==> src/rtl/slt_pkg.sv <==
`timescale 1ns / 1ps
// ----------------------------------------------------------------------------
// slt_pkg
// Shared types and codes for the sorted list table.
// ----------------------------------------------------------------------------
package slt_pkg;

    localparam int KIND_W  = 2;
    localparam int VALUE_W = 32;
    localparam int COUNT_W = 7;
    localparam int OUT_W   = 48;

    localparam logic [KIND_W-1:0] KIND_INSERT     = 2'd0;
    localparam logic [KIND_W-1:0] KIND_REMOVE     = 2'd1;
    localparam logic [KIND_W-1:0] KIND_REMOVE_ODD = 2'd2;

    // controller to datapath
    typedef struct packed {
        logic load;      // latch the incoming request
        logic cmp;       // register per-entry compare flags
        logic apply;     // perform insert or remove shift
        logic odd_step;  // one step of the odd-removal rotation
        logic out_load;  // capture the result
    } t_slt_cmd;

    // datapath to controller
    typedef struct packed {
        logic [KIND_W-1:0] kind;
        logic              full;
        logic              empty;
        logic              odd_last;
    } t_slt_status;

endpackage

==> src/rtl/slt_ctrl.sv <==
`timescale 1ns / 1ps
// ----------------------------------------------------------------------------
// slt_ctrl
// Sequencer: accepts a request, steps the datapath, hands off the result.
// ----------------------------------------------------------------------------
module slt_ctrl (
    input  logic                 i_clk,
    input  logic                 i_rst_n,
    input  logic                 i_in_valid,
    output logic                 o_in_ready,
    input  logic                 i_out_ready,
    output logic                 o_out_valid,
    input  slt_pkg::t_slt_status i_status,
    output slt_pkg::t_slt_cmd    o_cmd
);
    import slt_pkg::*;

    localparam logic [2:0] S_IDLE  = 3'd0;
    localparam logic [2:0] S_CMP   = 3'd1;
    localparam logic [2:0] S_APPLY = 3'd2;
    localparam logic [2:0] S_ODD   = 3'd3;
    localparam logic [2:0] S_FIN   = 3'd4;

    logic [2:0] r_state, n_state;
    logic       r_out_valid, n_out_valid;
    logic       w_out_free;

    assign w_out_free  = !r_out_valid || i_out_ready;
    assign o_in_ready  = (r_state == S_IDLE);
    assign o_out_valid = r_out_valid;

    always_comb begin
        n_state        = r_state;
        o_cmd          = '0;
        n_out_valid    = r_out_valid && !i_out_ready;
        case (r_state)
            S_IDLE: begin
                if (i_in_valid) begin
                    o_cmd.load = 1'b1;
                    n_state    = S_CMP;
                end
            end
            S_CMP: begin
                o_cmd.cmp = 1'b1;
                if (i_status.kind inside {KIND_INSERT, KIND_REMOVE}) begin
                    n_state = S_APPLY;
                end else if (i_status.kind == KIND_REMOVE_ODD && !i_status.empty) begin
                    n_state = S_ODD;
                end else begin
                    n_state = S_FIN;
                end
            end
            S_APPLY: begin
                o_cmd.apply = 1'b1;
                n_state     = S_FIN;
            end
            S_ODD: begin
                o_cmd.odd_step = 1'b1;
                if (i_status.odd_last) begin
                    n_state = S_FIN;
                end
            end
            S_FIN: begin
                // hold until the output register is free
                if (w_out_free) begin
                    o_cmd.out_load = 1'b1;
                    n_out_valid    = 1'b1;
                    n_state        = S_IDLE;
                end
            end
            default: begin
                n_state = S_IDLE;
            end
        endcase
    end

    always_ff @(posedge i_clk) begin
        if (!i_rst_n) begin
            r_state     <= S_IDLE;
            r_out_valid <= 1'b0;
        end else begin
            r_state     <= n_state;
            r_out_valid <= n_out_valid;
        end
    end

endmodule

==> config.mk <==
export PLATFORM = sky130hd
export DESIGN_NAME = slt_ctrl
export DESIGN_NICKNAME = d
export VERILOG_FILES = /design/src/rtl/slt_pkg.sv /design/src/rtl/slt_ctrl.sv
export SDC_FILE = /design/constraint.sdc
export NUM_CORES = 1
export LEC_CHECK = 0
export CORE_AREA = 2 2 39 41
export DETAILED_ROUTE_END_ITERATION = 6
export DIE_AREA = 0 0 41 43
export DONT_BUFFER_PORTS = 1
export PLACE_DENSITY = 0.3
export SYNTH_ARGS = -nofsm -noshare
export SYNTH_HDL_FRONTEND = slang
export SYNTH_SLANG_ARGS = --single-unit
==> constraint.sdc <==
create_clock -name i_clk -period 1.9 [get_ports i_clk]
set_input_delay 0.095 -clock i_clk [delete_from_list [all_inputs] [get_ports i_clk]]
set_output_delay 0.095 -clock i_clk [all_outputs]
set_load 0.03 [all_outputs]
# Yosys cells after proc, flatten, opt, wreduce, memory -nomap -nowiden
# Cells that the tools add are included.
# word_totals
reg_bits	4
input_bits	9
output_inout_bits	7
elab_cells	36
# classes
eq_ne	9
muxes	15
reduce_logical	10
# op_table
op	count
$mux 3	5
$pmux 3 s5	1
$mux 1	9
$eq 3x2->1 const B	2
$ne 2x2->1 const B	3
$eq 3x1->1 const B	1
$eq 3x3->1 const B	1
$logic_not 1->1	3
$logic_not 3->1	1
$reduce_and 3->1	1
$eq 2x1->1 const B	1
$eq 2x2->1 const B	1
$logic_and 1x1->1	2
$logic_not 2->1	1
$reduce_bool 2->1	1
$logic_or 1x1->1	1

# Logic depth before layout (Yosys ltp)
# Gate-level depths: netlist (run 1).
# depth
depth_word	5
depth_mapped	3
depth_no_buf	3

# Worst setup path after synthesis (run 1)
# No wires, ideal clock.
# synth_timing
kind	flip-flop to flip-flop
from	reg r_state[0]
to	reg r_state[1]
setup_time_ns	0.070
arrival_time_ns	1.440
required_time_ns	1.830
slack_ns	0.390
path_stages_with_launch	4
n_path_buf	0
synth_period_minus_slack_ns	1.510
path_cell_list	dfxtp_1 > nor3b_1 > nand2b_1 > a21oi_1
# synth_between
elab_chain_len	3
elab_cells_between_ends	10
classes_between	eq/ne (7); mux (1); reduce/logical (2)
# synth_rtl
element	line	rtl
from (decl)	slt_ctrl.sv:24	logic [2:0] r_state, n_state;
from (signal assigned)	slt_ctrl.sv:82	r_state <= n_state;
$eq 3x3->1 (tied with other cells)	slt_ctrl.sv:36	case (r_state)
$ne 2x2->1 (no source line)	--	
$reduce_and 3->1 (no source line)	--	
# Parallel ways exist; a longest one is shown, timed or not.
# A chain may end at the register's enable or synchronous reset.

==> impl_results.md, run 1 <==
* Run status: complete, no violations
* Count of cells along the worst hold path at 2
* Source-to-sink clock delay at the later pin of the worst-skew pair at 230 ps
* Commonest cells in the synthesized netlist: 4 x sky130_fd_sc_hd__dfxtp_1, 3 x sky130_fd_sc_hd__a21oi_1, 2 x sky130_fd_sc_hd__inv_1, 2 x sky130_fd_sc_hd__nand2b_1, 2 x sky130_fd_sc_hd__nor3b_1
* Clk pin slew, worst setup/hold paths at around 40 ps
* Num ports at 16
* Total of warnings raised by yosys at 0
* Summed instance area of the synthesized netlist at about 240 sq um
* Via count of the first global-routing pass at 213
* Depth of the worst register-to-register path at 3
* Final net count at 44
* Static Leakage at roughly 0.12 nW
* Arrival time at the worst endpoint at 1440 ps
* Number of routed nets with antenna violations at 0
* First-pass DRT Iterations at 4
* Number of cell rows at 14
* Post-route clock period utilization at between 80% and 90%
* Vias after detailed routing at approximately 230
* Clock Skews at approximately 6.6 ps
* Wire length of the first global-routing pass at 931 um
* Clock tree from TritonCTS: done
* Initial standard-cell utilization of the core at ~18%
* TritonCTS buffer count at 3
* Horizontal die dimension at just over 40 um
* Clk Tree Root Cell: sky130_fd_sc_hd__clkbuf_4
* DRT iter0 DRCs at 11
* Final cell utilization of the core at between 20% and 30%
* Number of buffer cells added on primary ports at 0
* Type of the most critical hold path: input pin to register
* Pwr per Cell Area at roughly 920 nW/um^2
* Reported max-cap violation count at 0
* Transition time at the pin with the least slew margin at 321 ps
* Post CTS Setup Buffer Count at 0
* Most area-hungry cell type in the Yosys netlist: sky130_fd_sc_hd__dfxtp_1
* Bufs on Longest Clock Path at 2
* Highest clock frequency the design can meet at 0.653 GHz
* RSZ-0062 raised after global routing: no
* Unique masters post-synth at 18
* Hold-fix buffer count after cts at 0
* Number of synthesized flops with an enable pin at 0
* Max IR drop VDD at a little under 0.0003 V
* Area overhead of the layout relative to synthesis at 29.9%
* Async S/R FF share, synth at 0%
* Fraction of synthesized cell area taken by the top area cell type at approximately a third
* Routed length per placed instance at ~12 um
* Number of clock sinks at 4
* Number of resized instances in the post-cts repair step at 0
* Hold Violations, Final at 0
* Avg Cell Area, Syn at 9.34 sq um
* Top flip-flop cell by instance count after synthesis: sky130_fd_sc_hd__dfxtp_1
* Per-cell via count in the routed design at roughly 4.8
* Global route overflow at 0
* Final critical delay including setup and external delays at ~1500 ps
* Post-route design area at 315 sq um
* Max-slew headroom at just under 80%
* Power after layout at between 0.2 and 0.3 mW
* Max Slew Vio Count at 0
* DIE AREA at around 1800 sq um
* Number of antenna violations at the first check in global routing at 0
* Part of the Yosys area used for sequential elements at about a third
* Pin count of the biggest net entering global routing at 9
* Crit Path Class: register to output port
* Most frequent cell after synthesis: sky130_fd_sc_hd__dfxtp_1
* Depth of the CTS H-tree at 1
* Last weighted congestion value of the routability-driven placer at 0.719
* Category of the worst setup path launch point: register
* Total setup violations reported at the end of the flow at 0
* Post-route setup TNS at 0 ps
* Element type at the critical path end: output port
* Synthesized instance count at 26
* Number of synthesized register bits at 4
* Share of post-route cells with drive strength above 1 at between 30 and 40%
* Remaining DRCs at 0
* Overall fraction of global-route tracks in use at between 8 and 9%
* Number of diodes added for antenna fixing at 0
* Post-Synthesis Net Count at 35
* Placed standard-cell area at around 300 sq um
* Crit-path max FO at 8
* Aggregate routed wire length at 590 um
* Data required time at the worst endpoint at between 1500 and 2000 ps
* Std-Cell Core Area at 1380 sq um
* Floorplan die height at roughly 43 um
* Synth area leaders: sky130_fd_sc_hd__dfxtp_1 33%, sky130_fd_sc_hd__o32ai_2 6.7%, sky130_fd_sc_hd__a21oi_1 6.2%
[logic make-up after synthesis]
| group | synth area share (%) |
|---|---|
| flops | 33.0 |
| compound gates | 24.7 |
| buf+inv | 3.09 |
| simple gates | 39.2 |
[worst max-delay path, cell delays in order (launching register included)]
cell	delay [ps]
sky130_fd_sc_hd__dfxtp_1	360
sky130_fd_sc_hd__or3_1	450
sky130_fd_sc_hd__inv_1	90
sky130_fd_sc_hd__and2_1	300
[sequential cells by signal, indices dropped and copies added (netlist names)]
signal	cells
r_state	3
o_out_valid	1
[area by class of cell]
type	instances	area, sq um
clock buffers	3	22.5
fillers	161	1070
inverters	2	7.51
multi-input cells	20	155
flip-flops and latches	4	80.1
well taps	16	20.0
repair buffers	4	30.0
[per-layer routing]
metal	part of all wire [%]	wire [um]	up-vias	global-route usage (%)
met5	0	0	-	0
met4	2.4	14	0	4.00
met3	15	89	2	7.85
met2	35	206	15	7.81
met1	47	279	102	12.6
li1	-	-	114	-
[cell usage in the layout (no fill, tap or decap)]
master,instances
sky130_fd_sc_hd__dfxtp_1,4
sky130_fd_sc_hd__buf_4,4
sky130_fd_sc_hd__a21oi_1,3
sky130_fd_sc_hd__clkbuf_4,3
sky130_fd_sc_hd__nor3b_1,2
sky130_fd_sc_hd__inv_1,2
sky130_fd_sc_hd__nand2b_1,2
sky130_fd_sc_hd__and3b_1,1
sky130_fd_sc_hd__or3_1,1
sky130_fd_sc_hd__or3b_4,1
sky130_fd_sc_hd__nor2b_1,1
sky130_fd_sc_hd__and2_1,1
sky130_fd_sc_hd__nand4bb_1,1
sky130_fd_sc_hd__o21a_1,1
sky130_fd_sc_hd__o221ai_2,1
sky130_fd_sc_hd__nor4_1,1
sky130_fd_sc_hd__nand2_1,1
sky130_fd_sc_hd__a31oi_1,1
sky130_fd_sc_hd__nand3b_1,1
sky130_fd_sc_hd__o32ai_2,1
[final timing paths]
path	slack [ps]	end	start
worst max-delay path	370	o_cmd[4]	r_state[2]
worst min-delay path	20	o_out_valid	i_rst_n
worst min register to register	650	r_state[1]	r_state[0]
worst max register to register	650	r_state[0]	r_state[2]
[stage by stage]
stage          std cells  hold slack, ps  worst slack (ps)
6_report              49            17.6               369
4_1_cts               49            7.83               361
5_1_grt               49            6.11               287
3_5_place_dp          46             253               622
3_3_place_gp          46             254               610
2_1_floorplan         26             229               390
[power breakdown]
group | switching (mW) | total (mW) | internal (mW)
combinational | 0.0503 | 0.0826 | 0.0323
clock | 0.0330 | 0.104 | 0.0705
sequential | 0.0118 | 0.103 | 0.0911
(Power assumes the default switching activity.)
==> run 2, diff against run 1 <==
==> constraint.sdc (replaced) <==
create_clock -name i_clk -period 1.29 [get_ports i_clk]
set_input_delay 0.0645 -clock i_clk [delete_from_list [all_inputs] [get_ports i_clk]]
set_output_delay 0.0645 -clock i_clk [all_outputs]
set_load 0.03 [all_outputs]
==> run 2 against run 1 <==
Critical path depth is the same; total power rose by 57%; core utilization rose by 5.2 points; highest routed layer is now met3; final cell count increased by 12%.
==> impl_results.md, run 2 (synthesis results as in run 1) <==
* Element type at the critical path end: output port
* Depth of the CTS H-tree at 1
* Switching power at 0.143 mW
* Number of buffers and inverters on the critical path at 1
* Max IR drop VDD at between 0.0004 and 0.0005 V
* Max-slew headroom at about four fifths
* Via count of the first global-routing pass at 254
* Number of cell rows at 14
* Pin count of the biggest net entering global routing at 8
* Transition time at the pin with the least slew margin at roughly 310 ps
* First-pass DRT Iterations at 1
* Category of the worst setup path launch point: register
* Reported max-cap violation count at 0
* Slowest stage cell, crit path: sky130_fd_sc_hd__or3b_4
* Horizontal die dimension at ~40 um
* Num ports at 16
* Pwr per Cell Area at 1180 nW/um^2
* Share of post-route cells with drive strength above 1 at 53.8%
* Last weighted congestion value of the routability-driven placer at a little under 0.7
* Leading cell type in the layout, fill and taps excluded: sky130_fd_sc_hd__buf_4
* Overall fraction of global-route tracks in use at a little over 9%
* Data required time at the worst endpoint at 1230 ps
* Half-perimeter wire length of the detailed placement result at 499 um
* Switching part of the total power at roughly a third
* Internal cell power at 0.312 mW
* Global route overflow at 0
* Type of the most critical hold path: input pin to register
* Floorplan die height at between 40 and 50 um
* Remaining DRCs at 0
* TritonCTS buffer count at 3
* Number of diodes added for antenna fixing at 0
* Final net count at 50
* Clock Skews at between 2 and 3 ps
* Highest clock frequency the design can meet at around 0.8 GHz
* Routed length per placed instance at 11.5 um
* RSZ-0062 raised after global routing: yes
* Clock network fraction of design power at ~33%
* Largest register FFs at 3
* Aggregate routed wire length at 631 um
* Initial standard-cell utilization of the core at 17.5%
* DRT iter0 DRCs at 0
* Number of clock sinks at 4
* Number of buffer cells added on primary ports at 0
* Post-route clock period utilization at between 90% and 100%
* Wire length of the first global-routing pass at 1010 um
* Bufs on Longest Clock Path at 2
* Clk pin slew, worst setup/hold paths at 40 ps
* CP Cell Sequence: or3b_4 -> nor2b_2 -> buf_6
* Smallest setup slack after layout at approximately 11 ps
* Area overhead of the layout relative to synthesis at 59.3%
* Final critical delay including setup and external delays at 1280 ps
* Final Instance Count excl. Fillers at between 50 and 60
* Slowest cell delay on critical path at about 390 ps
* Arrival time at the worst endpoint at between 1000 and 1500 ps
* DIE AREA at about 1800 sq um
* Max Slew Vio Count at 0
* Std-Cell Core Area at around 1400 sq um
* Delay-heaviest family, CP: simple AND/OR/NAND/NOR gates
* Source-to-sink clock delay at the later pin of the worst-skew pair at about 230 ps
* Clk Tree Root Cell: sky130_fd_sc_hd__clkbuf_4
* Static Leakage at roughly 0.16 nW
* Run status: complete, no violations
* Count of placed standard cells including taps at between 40 and 50
* Setup slack at placement at between 100 and 150 ps
* Share of total power in sequential cells at between 30% and 40%
* Vias after detailed routing at around 250
* Number of routed nets with antenna violations at 0
* Clock tree from TritonCTS: done
* Hold Violations, Final at 0
* Number of antenna violations at the first check in global routing at 0
* Crit Path Class: register to output port
* Commonest cells after routing, fill and taps aside: 7 x sky130_fd_sc_hd__buf_4, 3 x sky130_fd_sc_hd__a21oi_1, 3 x sky130_fd_sc_hd__clkbuf_4
* Per-cell via count in the routed design at about 4.6
* Register name with the most flops: r_state
* Crit-path max FO at 4
* Post-route setup TNS at 0 ps
* Total setup violations reported at the end of the flow at 0
* Comb pwr share at a little over a third
run 2: cell count changes in the layout (fill, tap and decap cells not counted), sizes merged:
cell	before	now
dlygate4sd3	0	2
buf	4	8
run 2: final timing paths:
kind | start | end | slack [ps] | cells past startpoint
hold reg to reg | r_state[2] | r_state[2] | 560 | 2
hold / removal | i_rst_n | r_state[2] | 20 | 2
setup / recovery | r_state[2] | o_cmd[0] | 10 | 3
setup reg to reg | r_state[2] | r_state[0] | 70 | 4
run 2: area by class of cell:
class,instances,area [sq um]
Tap cell,16,20.0
Multi-Input combinational cell,20,170
Timing Repair Buffer,10,83.8
Fill cell,153,997
Clock buffer,3,22.5
Sequential cell,4,82.6
Inverter,2,7.51
run 2: power by group through the flow:
stage                     Sequential [mW]  Combinational, mW  Clock, mW
after floorplan                     0.149             0.0967          0
after global placement              0.146              0.141          0
after global routing                0.148              0.170      0.165
after detailed placement            0.146              0.142          0
final                               0.146              0.159      0.150
after CTS                           0.146              0.160      0.159
run 2: what timing repair did:
action | in CTS | in global routing
gates resized for setup | 5 | 0
endpoints found under the hold margin | 3 | 0
setup endpoints to repair | 3 | 2
pin swaps | 2 | 0
hold buffers | 2 | 0
setup buffers | 1 | 0
run 2: per-stage QoR:
step	power, mW	hold WS, ps	instance area (sq um)	util [%]
final	0.455	16.3	387	27.9
after global routing	0.483	19.3	387	27.9
after CTS	0.466	6.93	387	27.9
after detailed placement	0.288	224	324	23.4
after global placement	0.287	221	324	23.4
after floorplan	0.246	198	251	-
run 2: routing by layer:
layer,global-route usage (%),vias to the layer above,wire [um]
li1,-,126,-
met1,10.3,120,265
met2,11.9,6,319
met3,6.28,0,45
met4,6.00,0,0
met5,0,-,0
==> run 3, diff against run 2 <==
--- a/config.mk
+++ b/config.mk
@@ -10,6 +10,7 @@
 export DIE_AREA = 0 0 41 43
 export DONT_BUFFER_PORTS = 1
 export PLACE_DENSITY = 0.3
+export SETUP_SLACK_MARGIN = 0.3
 export SYNTH_ARGS = -nofsm -noshare
 export SYNTH_HDL_FRONTEND = slang
 export SYNTH_SLANG_ARGS = --single-unit
==> run 3 against run 2 <==
The run now ends with setup timing left; clock skew rose by 5.0 ps; first-iteration DRC count rose by 3; core utilization rose by 7.8 points; final cell count rose by 11%; worst hold slack improved by 9.9 ps; sequential cell count did not move; critical path type unchanged; critical endpoint is now o_cmd[4]; largest cell class unchanged; largest power group unchanged.
==> impl_results.md, run 3 (synthesis results as in run 1) <==
* Global route overflow at 0
* Count of placed standard cells including taps at 46
* Via count of the first global-routing pass at 259
* Static Leakage at around 0.20 nW
* Depth of the CTS H-tree at 1
* DRT iter0 DRCs at 3
* Element type at the critical path end: output port
* Max-slew headroom at 82.5%
* Share of total power in sequential cells at around 27%
* RSZ-0062 raised after global routing: yes
* Area overhead of the layout relative to synthesis at 104%
* Category of the worst setup path launch point: register
* Reported max-cap violation count at 0
* Bufs on Longest Clock Path at 2
* Smallest setup slack after layout at -44.2 ps
* Worst-case register-to-register setup slack at around 30 ps
* Data required time at the worst endpoint at about 1200 ps
* Std-Cell Core Area at roughly 1400 sq um
* Number of buffer cells added on primary ports at 0
* Arrival time at the worst endpoint at 1270 ps
* Final net count at between 50 and 60
* Pwr per Cell Area at between 1000 and 1500 nW/um^2
* Half-perimeter wire length of the detailed placement result at around 490 um
* Clk pin slew, worst setup/hold paths at roughly 30 ps
* Clock Skews at roughly 7.9 ps
* Number of antenna violations at the first check in global routing at 0
* Power after layout at between 0.5 and 0.6 mW
* Crit Path Class: register to output port
* Depth of the worst register-to-register path at 4
* Number of cell rows at 14
* Failing checks: setup timing
* Register area at roughly 89 sq um
* Remaining DRCs at 0
* GR peak layer: met2
* Final critical delay including setup and external delays at 1330 ps
* Num ports at 16
* Largest register FFs at 3
* Wire length of the first global-routing pass at around 1100 um
* Clock tree from TritonCTS: done
* Global routing met2 resource utilization at a little over an eighth
* Last weighted congestion value of the routability-driven placer at roughly 0.65
* Source-to-sink clock delay at the later pin of the worst-skew pair at 240 ps
* Commonest cells after routing, fill and taps aside: 7 x sky130_fd_sc_hd__buf_6, 6 x sky130_fd_sc_hd__buf_4, 3 x sky130_fd_sc_hd__clkbuf_4
* Overall fraction of global-route tracks in use at 9.95%
* Hold Violations, Final at 0
* Clock network fraction of design power at 31.7%
* Transition time at the pin with the least slew margin at roughly 260 ps
* Area of combinational cells with multiple inputs at about 200 sq um
* Type of the most critical hold path: input pin to register
* First-pass DRT Iterations at 4
* Final-layout fill cell count at approximately 140
* Routed length per placed instance at ~12 um
* Number of diodes added for antenna fixing at 0
* Internal cell power at 0.365 mW
* Comb pwr share at 41.3%
* Clk Tree Root Cell: sky130_fd_sc_hd__clkbuf_4
* Switching power at ~0.17 mW
* Max IR drop VDD at between 0.0003 and 0.0004 V
* Number of routed nets with antenna violations at 0
* Total setup violations reported at the end of the flow at 1
* Met1 layer usage reported by global route at 10.3%
* TritonCTS buffer count at 3
* Vias after detailed routing at ~280
* Initial standard-cell utilization of the core at between 10% and 20%
* Worst Setup SP: r_state[1]
* Max Slew Vio Count at 0
* DIE AREA at between 1500 and 2000 sq um
* Worst reg2reg path startpoint: r_state[1]
* Post-route clock period utilization at 103%
* Aggregate routed wire length at ~720 um
* Final Instance Count excl. Fillers at 61
* Per-cell via count in the routed design at around 4.5
* Post-route setup TNS at -44.2 ps
* Floorplan die height at between 40 and 50 um
* Highest clock frequency the design can meet at 0.749 GHz
* Crit-path max FO at 4
* Final cell utilization of the core at a little over a third
* Hold path start: i_status[1]
* Pin count of the biggest net entering global routing at 8
* Count of cells along the worst hold path at 3
* Share of post-route cells with drive strength above 1 at approximately 67%
* Worst reg2reg endpoint: r_state[1]
* Register name with the most flops: r_state
* Leading cell type in the layout, fill and taps excluded: sky130_fd_sc_hd__buf_6
* Run status: finished with violations
* WHS Endpoint: r_state[0]
* Number of clock sinks at 4
* Switching part of the total power at 32.1%
* Fraction of met3 tracks used by global routing at 6.81%
* Horizontal die dimension at 41 um
-- run 3: changes by cell type in the layout (fill, tap and decap cells not counted), sizes merged --
cell / previous run / this run
buf: 8 / 13
clkbuf: 3 / 4
-- run 3: layout make-up --
type | count | share of cell area (%)
tap | 16 | 4.05
multi-input combinational | 20 | 41.0
sequential | 4 | 18.0
clock buffer | 4 | 5.32
inverter | 2 | 2.53
timing repair buffer | 15 | 29.1
-- run 3: how the worst max path moves through the flow --
| stage | endpoint | cells past startpoint | slack, ps |
|---|---|---|---|
| after global placement | r_state[0] | 3 | 110 |
| after global routing | o_cmd[4] | 3 | -90 |
| after CTS | o_cmd[4] | 3 | -80 |
| final | o_cmd[4] | 3 | -40 |
| after detailed placement | r_state[1] | 3 | 130 |
| after floorplan | r_state[1] | 3 | 150 |
-- run 3: metrics by stage --
stage	setup slack, ps	hold slack, ps	cell area, sq um
finish	-44.2	26.2	494
global route	-86.6	21.4	494
CTS	-79.9	20.1	458
detailed placement	125	211	328
global placement	114	218	328
floorplan	151	191	278
-- run 3: critical path, stage by stage, from the launching register on --
cell and delay, ps:
sky130_fd_sc_hd__dfxtp_2 330, sky130_fd_sc_hd__or3_4 420, sky130_fd_sc_hd__inv_6 100, sky130_fd_sc_hd__and2_4 190
-- run 3: power by group through the flow --
stage | sequential [mW] | combinational [mW] | clock, mW
4_1_cts | 0.148 | 0.195 | 0.179
3_3_place_gp | 0.152 | 0.142 | 0
5_1_grt | 0.147 | 0.235 | 0.194
2_1_floorplan | 0.152 | 0.115 | 0
6_report | 0.145 | 0.222 | 0.170
3_5_place_dp | 0.151 | 0.141 | 0
-- run 3: repair_timing --
action                     CTS  global route
setup endpoints to repair   10            10
buffers inserted             7             2
hold buffers                 2             0
pin swaps                    5             4
hold endpoints to repair     4             0
gates resized for setup      9             4
-- run 3: per-layer routing --
layer / part of all wire, % / vias up
li1: - / 137
met1: 36 / 131
met2: 59 / 7
met3: 4.1 / 2
met4: 0.83 / 0
met5: 0 / -
